<file path="src/rtl/core/r76c_pkg.sv">
// ----------------------------------------------------------------------------
// r76c_pkg
// Shared types and constants of the radix-76 byte/text codec.
// ----------------------------------------------------------------------------
package r76c_pkg;

   // Default geometry
   localparam int ALPHABET_SIZE  = 76;
   localparam int TOKEN_BUFFER   = 64;

   // Character code space of the symbol alphabet (7-bit symbols)
   localparam int CHAR_CODES     = 128;

   // Result queue: at most three results per transaction
   localparam int MAX_PUSH       = 3;
   localparam int PUSH_CW        = $clog2(MAX_PUSH + 1);
   localparam int RSP_FIFO_DEPTH = 8;

   // Opcodes of an input transaction
   localparam logic [1:0] OP_DATA  = 2'd0;
   localparam logic [1:0] OP_END   = 2'd1;
   localparam logic [1:0] OP_ALPHA = 2'd2;

   // Error codes of a result
   localparam logic [1:0] ERR_NONE     = 2'd0;
   localparam logic [1:0] ERR_BAD_CHAR = 2'd1;
   localparam logic [1:0] ERR_OVERFLOW = 2'd2;
   localparam logic [1:0] ERR_TOO_LONG = 2'd3;

   // Characters
   localparam logic [7:0] CHAR_SPACE   = 8'h20;
   localparam logic [7:0] CHAR_NEWLINE = 8'h0A;
   localparam logic [7:0] CHAR_TAB     = 8'h09;
   localparam logic [7:0] CHAR_CR      = 8'h0D;
   localparam logic [7:0] MAX_BYTE     = 8'hFF;

   typedef struct packed {
      logic [1:0] opcode;
      logic [7:0] data_byte;
      logic [6:0] entry_index;
   } req_type;

   typedef struct packed {
      logic [7:0] out_byte;
      logic [1:0] error_code;
      logic       last;
   } rsp_type;

endpackage

</file>
<file path="src/rtl/core/r76c_rsp_fifo.sv">
// ----------------------------------------------------------------------------
// r76c_rsp_fifo
// Result queue: takes up to three results per cycle, gives one per cycle while rsp_ready is high.
// ----------------------------------------------------------------------------
module r76c_rsp_fifo #(
   parameter int DEPTH = r76c_pkg::RSP_FIFO_DEPTH
) (
   input  logic                            clock,
   input  logic                            reset,
   input  logic [r76c_pkg::PUSH_CW-1:0]    push_cnt,
   input  r76c_pkg::rsp_type               push_data [r76c_pkg::MAX_PUSH],
   output logic [$clog2(DEPTH+1)-1:0]      count,
   output logic                            rsp_valid,
   input  logic                            rsp_ready,
   output r76c_pkg::rsp_type               rsp_payload
);

   localparam int PW  = $clog2(DEPTH);
   localparam int CW  = $clog2(DEPTH + 1);
   localparam int PCW = r76c_pkg::PUSH_CW;

   r76c_pkg::rsp_type fifo_mem [DEPTH];
   logic [PW-1:0]     wr_ptr_ff, wr_ptr_in;
   logic [PW-1:0]     rd_ptr_ff, rd_ptr_in;
   logic [CW-1:0]     count_ff, count_in;
   logic [PW-1:0]     wr_pos [r76c_pkg::MAX_PUSH+1];
   logic              pop;

   function automatic logic [PW-1:0] ptr_inc(input logic [PW-1:0] p);
      return (p == PW'(DEPTH - 1)) ? '0 : p + 1'b1;
   endfunction

   assign pop         = rsp_valid && rsp_ready;
   assign rsp_valid   = (count_ff != '0);
   assign rsp_payload = fifo_mem[rd_ptr_ff];
   assign count       = count_ff;

   // Slot positions for the results pushed this cycle
   always_comb begin
      wr_pos[0] = wr_ptr_ff;
      for (int j = 1; j <= r76c_pkg::MAX_PUSH; j++) begin
         wr_pos[j] = ptr_inc(wr_pos[j-1]);
      end
   end

   always_comb begin
      wr_ptr_in = wr_pos[push_cnt];
      rd_ptr_in = pop ? ptr_inc(rd_ptr_ff) : rd_ptr_ff;
      count_in  = count_ff + CW'(push_cnt) - CW'(pop);
   end

   // Store pushed results
   always_ff @(posedge clock) begin
      for (int j = 0; j < r76c_pkg::MAX_PUSH; j++) begin
         if (PCW'(j) < push_cnt) begin
            fifo_mem[wr_pos[j]] <= push_data[j];
         end
      end
   end

   // Advance pointers and occupancy
   always_ff @(posedge clock) begin
      if (reset) begin
         wr_ptr_ff <= '0;
         rd_ptr_ff <= '0;
         count_ff  <= '0;
      end else begin
         wr_ptr_ff <= wr_ptr_in;
         rd_ptr_ff <= rd_ptr_in;
         count_ff  <= count_in;
      end
   end

   a_no_overflow: assert property (@(posedge clock) disable iff (reset)
      (int'(count_ff) + int'(push_cnt) <= DEPTH))
      else $error("result queue overflow");

   a_reset_empty: assert property (@(posedge clock)
      reset |=> (count_ff == '0))
      else $error("result queue not empty after reset");

   a_idle_stable: assert property (@(posedge clock) disable iff (reset)
      (!pop && push_cnt == '0) |=> $stable(count_ff) && $stable(rd_ptr_ff))
      else $error("result queue moved without a push or pop");

endmodule

</file>
<file path="src/rtl/core/radix76_byte_text_codec_top.sv">
// ----------------------------------------------------------------------------
// radix76_byte_text_codec_top
// Radix-76 byte/text codec over a loadable 7-bit symbol alphabet.
//
// Usage:
//  - req_* carries one transaction per handshake: a data byte, an end of
//    stream, or an alphabet entry write. rsp_* returns results one per
//    handshake; last marks the final result of a transaction.
//  - csr_write_en/csr_write_data set the direction (0 encode, 1 decode);
//    write it only while the block is idle.
//  - A transaction is registered in the second stage, then its results
//    in the result queue. A decode transaction is taken every cycle while
//    req_ready is high; an encode byte gives up to three results (space and
//    two symbols), and the single result port drains one per cycle.
//  - An alphabet write rebuilds the inverse map by sweeping the alphabet
//    memory read port, one entry per cycle; req_ready stays low through
//    the sweep and the drain state after it.
//  - Reset clears the control state, the direction and the inverse map
//    (all characters invalid); the alphabet itself is undefined until loaded.
//  - When rsp_ready is low, results collect in an 8-entry queue; req_ready
//    drops once the queue cannot take the results of one more transaction.
// ----------------------------------------------------------------------------
module radix76_byte_text_codec_top #(
   parameter int ALPHABET_SIZE = r76c_pkg::ALPHABET_SIZE,
   parameter int TOKEN_BUFFER  = r76c_pkg::TOKEN_BUFFER
) (
   input  logic              clock,
   input  logic              reset,
   input  logic              req_valid,
   output logic              req_ready,
   input  r76c_pkg::req_type req_payload,
   output logic              rsp_valid,
   input  logic              rsp_ready,
   output r76c_pkg::rsp_type rsp_payload,
   input  logic              csr_write_en,
   input  logic              csr_write_data
);

   localparam int AW      = $clog2(ALPHABET_SIZE);
   localparam int LW      = $clog2(TOKEN_BUFFER);
   localparam int VW      = $clog2(256 * ALPHABET_SIZE);
   localparam int MAX_Q   = 255 / ALPHABET_SIZE;
   localparam int DEPTH   = r76c_pkg::RSP_FIFO_DEPTH;
   localparam int CW      = $clog2(DEPTH + 1);
   localparam int PCW     = r76c_pkg::PUSH_CW;
   localparam int NCHAR   = r76c_pkg::CHAR_CODES;
   localparam logic [7:0] SIZE_B = 8'(ALPHABET_SIZE);

   typedef enum logic [1:0] {
      ST_IDLE,
      ST_SWEEP,
      ST_DRAIN
   } sweep_state_type;

   // Configuration
   logic direction_ff;

   // Memories and their read data
   logic [6:0]    alphabet_mem [ALPHABET_SIZE];
   logic [AW-1:0] inverse_mem  [NCHAR];
   logic [6:0]    alpha_rd0_ff;
   logic [6:0]    alpha_rd1_ff;
   logic [AW-1:0] inv_rd_ff;
   logic          inv_hit_ff;
   logic [NCHAR-1:0] inv_valid_ff;

   // Rebuild sweep
   sweep_state_type state_ff;
   logic [AW-1:0]   sweep_idx_ff;
   logic            sweep_wr_en_ff;
   logic [AW-1:0]   sweep_wr_idx_ff;

   // Second stage
   logic       s2_valid_ff;
   logic [1:0] s2_op_ff;
   logic [7:0] s2_char_ff;

   // Token state
   logic          first_token_ff, first_token_in;
   logic [7:0]    token_value_ff, token_value_in;
   logic          value_overflow_ff, value_overflow_in;
   logic          bad_symbol_ff, bad_symbol_in;
   logic [LW-1:0] token_length_ff, token_length_in;
   logic          halted_ff, halted_in;

   // Front end
   logic          req_fire;
   logic          alpha_wr;
   logic [AW-1:0] enc_hi;
   logic [7:0]    enc_base;
   logic [AW-1:0] enc_lo;
   logic [AW-1:0] rd_addr0;
   logic          room;

   // Result path
   logic [CW-1:0]     fifo_count;
   logic [PCW-1:0]    push_cnt;
   r76c_pkg::rsp_type push_data [r76c_pkg::MAX_PUSH];
   r76c_pkg::rsp_type fin_rsp;
   logic              fin_halt;
   logic [VW-1:0]     acc;
   logic              is_white;

   // Accept when idle and the queue can take a full set of results
   assign room = s2_valid_ff ? (fifo_count <= CW'(DEPTH - 2 * r76c_pkg::MAX_PUSH))
                             : (fifo_count <= CW'(DEPTH - r76c_pkg::MAX_PUSH));
   assign req_ready = (state_ff == ST_IDLE) && room;
   assign req_fire  = req_valid && req_ready;
   assign alpha_wr  = req_fire && (req_payload.opcode == r76c_pkg::OP_ALPHA) &&
                      ({1'b0, req_payload.entry_index} < SIZE_B);

   // Split the byte into high and low digits by compare against multiples
   always_comb begin
      enc_hi   = '0;
      enc_base = '0;
      for (int k = 1; k <= MAX_Q; k++) begin
         if (req_payload.data_byte >= 8'(k * ALPHABET_SIZE)) begin
            enc_hi   = AW'(k);
            enc_base = 8'(k * ALPHABET_SIZE);
         end
      end
      enc_lo = AW'(req_payload.data_byte - enc_base);
   end

   assign rd_addr0 = (state_ff == ST_SWEEP) ? sweep_idx_ff : enc_lo;

   // Configuration register
   always_ff @(posedge clock) begin
      if (reset) begin
         direction_ff <= 1'b0;
      end else if (csr_write_en) begin
         direction_ff <= csr_write_data;
      end
   end

   // Alphabet memory: one write port, two read ports
   always_ff @(posedge clock) begin
      if (alpha_wr) begin
         alphabet_mem[req_payload.entry_index[AW-1:0]] <= req_payload.data_byte[6:0];
      end
      alpha_rd0_ff <= alphabet_mem[rd_addr0];
      alpha_rd1_ff <= alphabet_mem[enc_hi];
   end

   // Inverse map memory: sweep writes, decode reads
   always_ff @(posedge clock) begin
      if (sweep_wr_en_ff) begin
         inverse_mem[alpha_rd0_ff] <= sweep_wr_idx_ff;
      end
      inv_rd_ff <= inverse_mem[req_payload.data_byte[6:0]];
   end

   // Inverse map valid bits and decode hit
   always_ff @(posedge clock) begin
      if (reset) begin
         inv_valid_ff <= '0;
      end else if (alpha_wr) begin
         inv_valid_ff <= '0;
      end else if (sweep_wr_en_ff) begin
         inv_valid_ff[alpha_rd0_ff] <= 1'b1;
      end
   end

   always_ff @(posedge clock) begin
      inv_hit_ff <= inv_valid_ff[req_payload.data_byte[6:0]] &&
                    !req_payload.data_byte[7] && (req_payload.data_byte != 8'd0);
   end

   // Rebuild sweep: walk the alphabet from the top so the lowest position wins
   always_ff @(posedge clock) begin
      if (reset) begin
         state_ff        <= ST_IDLE;
         sweep_idx_ff    <= '0;
         sweep_wr_en_ff  <= 1'b0;
         sweep_wr_idx_ff <= '0;
      end else begin
         sweep_wr_en_ff  <= (state_ff == ST_SWEEP);
         sweep_wr_idx_ff <= sweep_idx_ff;
         unique case (state_ff)
            ST_IDLE: begin
               if (alpha_wr) begin
                  state_ff     <= ST_SWEEP;
                  sweep_idx_ff <= AW'(ALPHABET_SIZE - 1);
               end
            end
            ST_SWEEP: begin
               sweep_idx_ff <= sweep_idx_ff - 1'b1;
               if (sweep_idx_ff == '0) begin
                  state_ff <= ST_DRAIN;
               end
            end
            ST_DRAIN: begin
               state_ff <= ST_IDLE;
            end
            default: begin
               state_ff <= ST_IDLE;
            end
         endcase
      end
   end

   // Second stage registers
   always_ff @(posedge clock) begin
      if (reset) begin
         s2_valid_ff <= 1'b0;
      end else begin
         s2_valid_ff <= req_fire;
      end
   end

   always_ff @(posedge clock) begin
      s2_op_ff   <= req_payload.opcode;
      s2_char_ff <= req_payload.data_byte;
   end

   // Result of a completed token
   always_comb begin
      fin_rsp  = '0;
      fin_halt = bad_symbol_ff || value_overflow_ff;
      if (bad_symbol_ff) begin
         fin_rsp.error_code = r76c_pkg::ERR_BAD_CHAR;
      end else if (value_overflow_ff) begin
         fin_rsp.error_code = r76c_pkg::ERR_OVERFLOW;
      end else begin
         fin_rsp.out_byte   = token_value_ff;
         fin_rsp.error_code = r76c_pkg::ERR_NONE;
      end
   end

   assign acc = VW'(token_value_ff) * VW'(ALPHABET_SIZE) + VW'(inv_rd_ff);
   assign is_white = (s2_char_ff == r76c_pkg::CHAR_SPACE) ||
                     ((s2_char_ff >= r76c_pkg::CHAR_TAB) && (s2_char_ff <= r76c_pkg::CHAR_CR));

   // Process one transaction: update token state and build results
   always_comb begin
      push_data         = '{default: '0};
      push_cnt          = '0;
      first_token_in    = first_token_ff;
      token_value_in    = token_value_ff;
      value_overflow_in = value_overflow_ff;
      bad_symbol_in     = bad_symbol_ff;
      token_length_in   = token_length_ff;
      halted_in         = halted_ff;
      if (s2_valid_ff) begin
         unique case (s2_op_ff)
            r76c_pkg::OP_END: begin
               if (!direction_ff) begin
                  push_data[0].out_byte = r76c_pkg::CHAR_NEWLINE;
                  push_cnt              = PCW'(1);
               end else if (!halted_ff && token_length_ff != '0) begin
                  push_data[0] = fin_rsp;
                  push_cnt     = PCW'(1);
               end
               first_token_in    = 1'b1;
               halted_in         = 1'b0;
               token_value_in    = '0;
               value_overflow_in = 1'b0;
               bad_symbol_in     = 1'b0;
               token_length_in   = '0;
            end
            r76c_pkg::OP_DATA: begin
               if (!halted_ff) begin
                  if (!direction_ff) begin
                     // Encode: optional separator, then digits high first
                     first_token_in = 1'b0;
                     if (!first_token_ff) begin
                        push_data[push_cnt].out_byte = r76c_pkg::CHAR_SPACE;
                        push_cnt = push_cnt + 1'b1;
                     end
                     if (s2_char_ff >= SIZE_B) begin
                        push_data[push_cnt].out_byte = {1'b0, alpha_rd1_ff};
                        push_cnt = push_cnt + 1'b1;
                     end
                     push_data[push_cnt].out_byte = {1'b0, alpha_rd0_ff};
                     push_cnt = push_cnt + 1'b1;
                  end else if (is_white) begin
                     // Decode: whitespace closes a pending token
                     if (token_length_ff != '0) begin
                        push_data[0]      = fin_rsp;
                        push_cnt          = PCW'(1);
                        halted_in         = fin_halt;
                        token_value_in    = '0;
                        value_overflow_in = 1'b0;
                        bad_symbol_in     = 1'b0;
                        token_length_in   = '0;
                     end
                  end else if (token_length_ff >= LW'(TOKEN_BUFFER - 1)) begin
                     push_data[0].error_code = r76c_pkg::ERR_TOO_LONG;
                     push_cnt                = PCW'(1);
                     halted_in               = 1'b1;
                     token_value_in          = '0;
                     value_overflow_in       = 1'b0;
                     bad_symbol_in           = 1'b0;
                     token_length_in         = '0;
                  end else begin
                     // Accumulate one digit; hold the value once it overflows
                     token_length_in = token_length_ff + 1'b1;
                     if (!inv_hit_ff) begin
                        bad_symbol_in = 1'b1;
                     end else if (!value_overflow_ff) begin
                        if (acc > VW'(r76c_pkg::MAX_BYTE)) begin
                           value_overflow_in = 1'b1;
                        end else begin
                           token_value_in = acc[7:0];
                        end
                     end
                  end
               end
            end
            default: begin
            end
         endcase
      end
      if (push_cnt != '0) begin
         push_data[push_cnt - 1'b1].last = 1'b1;
      end
   end

   // Token state registers
   always_ff @(posedge clock) begin
      if (reset) begin
         first_token_ff    <= 1'b1;
         token_value_ff    <= '0;
         value_overflow_ff <= 1'b0;
         bad_symbol_ff     <= 1'b0;
         token_length_ff   <= '0;
         halted_ff         <= 1'b0;
      end else begin
         first_token_ff    <= first_token_in;
         token_value_ff    <= token_value_in;
         value_overflow_ff <= value_overflow_in;
         bad_symbol_ff     <= bad_symbol_in;
         token_length_ff   <= token_length_in;
         halted_ff         <= halted_in;
      end
   end

   r76c_rsp_fifo #(
      .DEPTH(DEPTH)
   ) u_rsp_fifo (
      .clock      (clock),
      .reset      (reset),
      .push_cnt   (push_cnt),
      .push_data  (push_data),
      .count      (fifo_count),
      .rsp_valid  (rsp_valid),
      .rsp_ready  (rsp_ready),
      .rsp_payload(rsp_payload)
   );

   a_sweep_blocks_input: assert property (@(posedge clock) disable iff (reset)
      (state_ff != ST_IDLE) |-> !req_ready)
      else $error("transaction taken during inverse map rebuild");

   a_alpha_write_sweeps: assert property (@(posedge clock) disable iff (reset)
      alpha_wr |=> (state_ff == ST_SWEEP) && (sweep_idx_ff == AW'(ALPHABET_SIZE - 1)))
      else $error("alphabet write did not start a rebuild");

   a_queue_room: assert property (@(posedge clock) disable iff (reset)
      s2_valid_ff |-> (int'(fifo_count) + r76c_pkg::MAX_PUSH <= DEPTH))
      else $error("no queue room for a transaction in flight");

endmodule

</file>
<file path="config.mk">
export PLATFORM = sky130hd
export DESIGN_NAME = radix76_byte_text_codec_top
export DESIGN_NICKNAME = d
export VERILOG_FILES = /design/src/rtl/core/r76c_pkg.sv /design/src/rtl/core/r76c_rsp_fifo.sv /design/src/rtl/core/radix76_byte_text_codec_top.sv
export SDC_FILE = /design/constraint.sdc
export NUM_CORES = 2
export LEC_CHECK = 0
export BUFFER_PORTS_ARGS = -buffer_cell sky130_fd_sc_hd__buf_2
export CORE_MARGIN = 3
export CORE_UTILIZATION = 45
export CTS_BUF_LIST = sky130_fd_sc_hd__clkbuf_16
export DETAILED_ROUTE_END_ITERATION = 10
export GPL_TIMING_DRIVEN = 0
export HOLD_SLACK_MARGIN = 0.02
export PLACE_DENSITY = 0.56
export SYNTH_ARGS = -nofsm -noshare
export SYNTH_HDL_FRONTEND = slang
export SYNTH_SLANG_ARGS = --single-unit
</file>
<file path="constraint.sdc">
create_clock -name clock -period 9.8 [get_ports clock]
set_clock_uncertainty 0.2 [all_clocks]
set_input_delay 0.98 -clock clock [delete_from_list [all_inputs] [get_ports clock]]
set_output_delay 0.98 -clock clock [all_outputs]
set_load 0.03 [all_outputs]
</file>
Word level (Yosys, flattened, before mapping)
Memories as Yosys holds them, arrays and structs flattened. A register that Yosys moved wholly into a read port is not among the register bits.
Index checks and enable logic that the tools add are counted.
{"block": "word_totals", "reg_bits": 186, "ram_bits": 1516, "in_bits": 23, "output_inout_bits": 13, "elab_cells": 250, "memories": 3}
{"block": "op_classes", "addsub": 13, "multipliers": 1, "n_lt_le_gt_ge": 24, "eq_ne": 18, "muxes": 132, "bitwise": 5, "n_reduce_logical": 35}
{"memory": "inverse_mem", "depth": 128, "width": 7, "rd": 1, "rd_clocked_by_memory_dff": 1, "wr": 1, "line": "radix76_byte_text_codec_top.sv:60", "source": "logic [AW-1:0] inverse_mem [NCHAR];"}
{"memory": "alphabet_mem", "depth": 76, "width": 7, "rd": 2, "rd_clocked_by_memory_dff": 2, "wr": 1, "line": "radix76_byte_text_codec_top.sv:59", "source": "logic [6:0] alphabet_mem [ALPHABET_SIZE];"}
{"memory": "u_rsp_fifo.fifo_mem", "depth": 8, "width": 11, "rd": 1, "rd_clocked_by_memory_dff": 1, "wr": 3, "line": "r76c_rsp_fifo.sv:22", "source": "r76c_pkg::rsp_type fifo_mem [DEPTH];"}
{"cell": "two-way mux 33 bit", "n": 8}
{"cell": "two-way mux 8 bit", "n": 16}
{"cell": "bitwise OR 128 bit", "n": 1}
{"cell": "bitwise mux 33 bit", "n": 3}
{"cell": "demux 11 bit (select 2 bit)", "n": 3}
{"cell": "two-way mux 11 bit", "n": 5}
{"cell": "two-way mux 7 bit", "n": 7}
{"cell": "two-way mux 22 bit", "n": 2}
{"cell": "two-way mux 1 bit", "n": 42}
{"cell": "two-way mux 2 bit", "n": 18}
{"cell": "two-way mux 6 bit", "n": 6}
{"cell": "two-way mux 3 bit", "n": 9}
{"cell": "case mux 11 bit (2 select lines)", "n": 1}
{"cell": "greater-or-equal comparator 8 x 7 -> 1 bit (second input constant)", "n": 2}
{"cell": "greater-or-equal comparator 8 bit (second input constant)", "n": 2}
{"cell": "less-than comparator 7 x 8 -> 1 bit (second input constant)", "n": 2}
{"cell": "!= test 4 bit (second input constant)", "n": 4}
{"cell": "case mux 8 bit (2 select lines)", "n": 1}
{"cell": "adder 15 x 7 -> 15 bit", "n": 1}
{"cell": "> comparator 15 x 8 -> 1 bit (second input constant)", "n": 1}
{"cell": "case mux 7 bit (2 select lines)", "n": 1}
{"cell": "logical AND 1 bit", "n": 13}
{"cell": "multiplier 8 x 5 -> 13 bit (second input constant)", "n": 1}
{"cell": "adder 3 x 1 -> 3 bit (second input constant)", "n": 4}
{"cell": "46 further kinds", "n": 75}

Longest topological paths before layout
{"block": "depth", "depth_word": 24, "ltp_mapped": 20, "ltp_nobuf": 16}

Hierarchy
A second synthesis with hierarchy kept.
{"block": "unflattened", "hier_cells": 4371, "hier_area_um2": 71233.3}
{"mod": "radix76_byte_text_codec_top", "instances": 1, "cells_each": 3716, "area_per_inst_um2": 64961.1, "seq_area_each_um2": 46824.9}
{"mod": "r76c_rsp_fifo", "instances": 1, "cells_each": 655, "area_per_inst_um2": 6272.3, "seq_area_each_um2": 2902.8}

Least setup slack after synthesis
No wires, ideal clock.
{"block": "synth_path", "kind": "input-to-reg", "start": "input port req_payload[10] in the netlist's numbering", "end": "register alpha_rd0_ff[0] (read register of alphabet_mem)", "setup_ps": 120, "t_arrival_ps": 4415, "required_time_ps": 9480, "setup_slack_ps": 5065, "stages": 20, "path_buffers": 4, "cell_sequence": "clkbuf_1 > nand3b_1 > a21oi_1 > o21ba_2 > or2_2 > clkbuf_1 > clkbuf_1 > inv_1 > ha_1 > inv_1 > fa_1 > a21o_1 > a21oi_1 > xnor2_1 > nor4_1 > or3b_2 > buf_1 > nand2_1 > a21oi_1 > a211o_1"}
{"block": "synth_via", "elab_chain_cells": 6, "elab_cells_between_ends": 8, "classes_between": "add/sub: 1; order compare: 3; mux: 4"}
{"element": "start, declared", "line": "radix76_byte_text_codec_top.sv:31", "source": "input r76c_pkg::req_type req_payload,"}
{"element": "greater-or-equal comparator 8 x 7 -> 1 bit", "line": "radix76_byte_text_codec_top.sv:117", "source": "if (req_payload.data_byte >= 8'(k * ALPHABET_SIZE)) begin"}
{"element": "two-way mux 7 bit (3 in a row)", "line": "radix76_byte_text_codec_top.sv:117"}
{"element": "subtractor 7 bit (*)", "line": "radix76_byte_text_codec_top.sv:122", "source": "enc_lo = AW'(req_payload.data_byte - enc_base);"}
{"element": "two-way mux 7 bit (*)", "line": "radix76_byte_text_codec_top.sv:125", "source": "assign rd_addr0 = (state_ff == ST_SWEEP) ? sweep_idx_ff : enc_lo;"}
{"element": "end, declared", "line": "radix76_byte_text_codec_top.sv:61", "source": "logic [6:0] alpha_rd0_ff;"}
Every way passes the cells marked *; elsewhere a longest branch is shown, timed or not.
A chain may end at the register's enable or synchronous reset.

Worst setup path after layout
{"block": "layout_path", "start": "input port req_payload[10] in the netlist's numbering", "end": "register alpha_rd0_ff[2] (read register of alphabet_mem)"}
Same word-level chain as after synthesis.

==> flow_summary.yaml <==
critical_path:
  path_buf_inv: 7
  cpMaxStageDelayCell: "mux2i_1"
  r2r_end: "sweep_idx_ff[2]"
  crit-reg2reg-launch: "u_rsp_fifo.count[3]"
  rrSetupSlack_ns: 4.55
  start_kind: "primary input"
  crit_cells: 14
  crit_arrival_ns: 7.61
  critical_path.max_fanout: 80
  crit_chain: "buf_4, buf_16, clkbuf_1, clkbuf_1, clkbuf_1, or3_1, a31oi_1, a22oi_1, fa_1, mux2i_1, clkbuf_1, clkbuf_1, a211oi_1, nor3_1"
  critical_path_class: "primary input to flop"
  critPathTopFamily: "buffers and inverters"
  end_kind: "flop"
  reg2reg_depth: 10
  required_ns: 10.21
  cp_common_cell: "clkbuf_1"
  critPathMaxStageDelay_ns: 1.01
global_route:
  grt_pass1_vias: 37600
  met2_usage_pct: 34.9
  grt_pass1_wl_um: 271000
  grt_busiest_layer: "met1"
  grt_use_total_pct: 23.3
  grt_start_max_net_pins: 89
  use_met1_pct: 35.1
  grt.met3_usage_pct: 4.49
  grt_overflow: 0
  antenna_found_initial: 6
floorplanning:
  num_rows: 144
  dieArea_um2: 161000
  start_util_pct: 45.5
  pin_count: 36
  die_x_um: 401
  core_area_um2: 155000
  die-height_um: 401
drt:
  drc: 2
  avgRoutedWirePerCell_um: 29.2
  drtIter0Drc: 4131
  wirelength_um: 188000
  vias: 38100
  firstDrtPassIters: 9
  antenna_left: 0
  vias_per_cell: 5.93
clock_network:
  clk_pin_slew_ns: 0.06
  insertion_delay_ns: 0.82
  root_buffer: "clkbuf_16"
  cts_hold_buf: 0
  ctsResizeCount: 0
  cts.sinks: 1726
  cts_htree_levels: 4
  cts_setup_buffers: 0
  cts_tree: "yes"
  cts_max_path_buffers: 3
  cts_buffers: 178
yosys:
  synth_ff_type: "edfxtp_1"
  synth_top_area_share_pct: 64.7
  syn-num-nets: 4084
  ys_ff_latch: 1726
  syn_inst: 4002
  avgSynthCellArea_um2: 17.6
  ys.warnings.count: 0
  yosysUniqueCellTypes: 72
  synth_area_leaders: "edfxtp_1 (65%), mux4_2 (14%), dfxtp_1 (6.0%)"
  syn-cell-area_um2: 70400
  yosysTopAreaCell: "edfxtp_1"
  synth_edf_count: 1516
  ys_seq_area_share_pct: 70.7
  synthArstFlopShare_pct: 0
placed_design:
  place_hpwl_um: 126000
  placed_cell_area_um2: 73500
  dpl_worst_slack_ns: 1.96
  numPlacedInstances: 6094
  place.gp.congestion: 0.897
  portBuffers: 35
timing:
  setup_tns_ns: 0
  slew_violations: 0
  setup_violations: 0
  slew_headroom_pct: 5.22
  layout_worst_path_cycle_share_pct: 73.5
  rsz0062_at_grt: "no"
  tightest_slew_ns: 1.42
  finalCriticalPeriod_ns: 7.20
  fmax_mhz: 139
  fin_ws_ns: 2.60
  hold_viol_final: 0
min_path:
  hp-class: "primary input to flop"
  holdCritStartpoint: "req_payload[15]"
  hold_end: "s2_op_ff[0]"
  holdPathStages: 1
power_and_ir_drop:
  leakage_uw: 0.0264
  powerDensity_nw_per_um2: 204
  power.total_uw: 16100
  ir_worst_vdd_uv: 155
cells_and_area:
  drive_above_1_share_pct: 19.7
  area_growth_pct: 12.2
  layout_common_cells: "edfxtp_1 (1516), nor2_1 (533), mux4_2 (450)"
  stdcell_count: 6421
  layout_commonest_cell: "edfxtp_1"
  fin_area_um2: 79000
  final_nets: 4312
flow_run:
  maxCapViolCount: 0
run_status:
  violations: "DRC"
  outcome: "finished, violations left"
[cell usage after synthesis (5+ instances only)]
cell         n
a211o_1      7
a211oi_1    42
a21o_1      12
a21oi_1    104
a22o_1       8
a22oi_1     13
a311o_1      5
a311oi_1    21
a31oi_1     14
a32o_1       6
and2_1      28
and3_1      18
buf_1       25
buf_2       53
buf_4       15
buf_6        7
clkbuf_1   120
dfxtp_1    210
edfxtp_1  1516
fa_1         7
ha_1        52
inv_1       46
mux2_2      30
mux2i_1    178
mux4_2     450
nand2_1    193
nand2b_1    14
nand3_1     54
nand3b_1     5
nand4_1     10
nor2_1     533
nor2b_1     25
nor3_1      55
nor4_1       7
o21ai_0     30
o311ai_0     7
xnor2_1     11
xor2_1       9
[report_power, final]
part	switching (uW)	internal, uW	total [uW]
logic	1050	525	1570
registers	71.7	8040	8110
clock network	2860	3540	6390
[flip-flops by register name, summed over array words and instances, names as in the netlist, 6 cells and up, named ones only]
name and cells:
token_value_ff 8, inverse_mem 896, inv_valid_ff 128, alphabet_mem 532, inv_rd_ff 7, token_length_ff 6, alpha_rd0_ff 7, sweep_wr_idx_ff 7
u_rsp_fifo.fifo_mem 88, s2_char_ff 8, alpha_rd1_ff 7, sweep_idx_ff 7
[metal layers]
| layer | up-vias | wire [um] |
|---|---|---|
| li1 | 16300 | - |
| met1 | 19900 | 83800 |
| met2 | 1504 | 85100 |
| met3 | 277 | 14000 |
| met4 | 0 | 4800 |
| met5 | - | 0 |
[final cells by class]
class	count	area [um2]
Antenna cell	1	2.50
Buffer	220	1000
Clock buffer	178	4450
Clock inverter	148	1070
Fill cell	12500	75800
Inverter	46	173
Multi-Input combinational cell	2010	19500
Sequential cell	1726	49800
Tap cell	2044	2560
Timing Repair Buffer	48	462
[logic make-up (layout without fill, tap and decap cells)]
| group | count (synthesis) | count (layout) | share of synthesized area [%] |
|---|---|---|---|
| multiplexers | 659 | 659 | 17.4 |
| other | 0 | 1 | 0 |
| AND/OR/NAND/NOR | 966 | 966 | 5.90 |
| buffers and inverters | 266 | 640 | 1.67 |
| AO/OA/AOI/OAI | 306 | 306 | 2.94 |
| adder cells (fa/ha/maj) | 59 | 59 | 1.12 |
| XOR/XNOR | 20 | 20 | 0.249 |
| flip-flops | 1726 | 1726 | 70.7 |
[metrics by stage]
stage	hold slack, ns	util, %
2_1_floorplan	0.219	-
3_3_place_gp	0.232	47.2
3_5_place_dp	0.237	47.5
4_1_cts	0.0632	51.0
5_1_grt	0.0781	51.0
6_report	0.123	51.0
[how the worst max path moves through the flow]
stage / start / end / slack [ns]
6_report: req_payload[10] / alpha_rd0_ff[2] / 2.60
5_1_grt: req_payload[11] / alpha_rd0_ff[2] / 2.41
3_3_place_gp: req_payload[10] / alpha_rd0_ff[2] / 1.19
4_1_cts: req_payload[10] / alpha_rd0_ff[2] / 2.82
2_1_floorplan: req_payload[10] / alpha_rd0_ff[0] / 5.07
3_5_place_dp: req_payload[10] / alpha_rd0_ff[2] / 1.96
[worst reg2reg max path, cell delays in order (launching register included)]
cell,delay (ns)
dfxtp_1,0.33
inv_1,0.07
ha_1,0.19
a221o_1,0.36
a211oi_1,0.68
nand3_1,0.69
nand2b_1,0.50
clkbuf_1,0.30
clkbuf_1,0.75
clkbuf_1,0.86
nor2_1,0.13
Power figures use the tool's default switching activity.
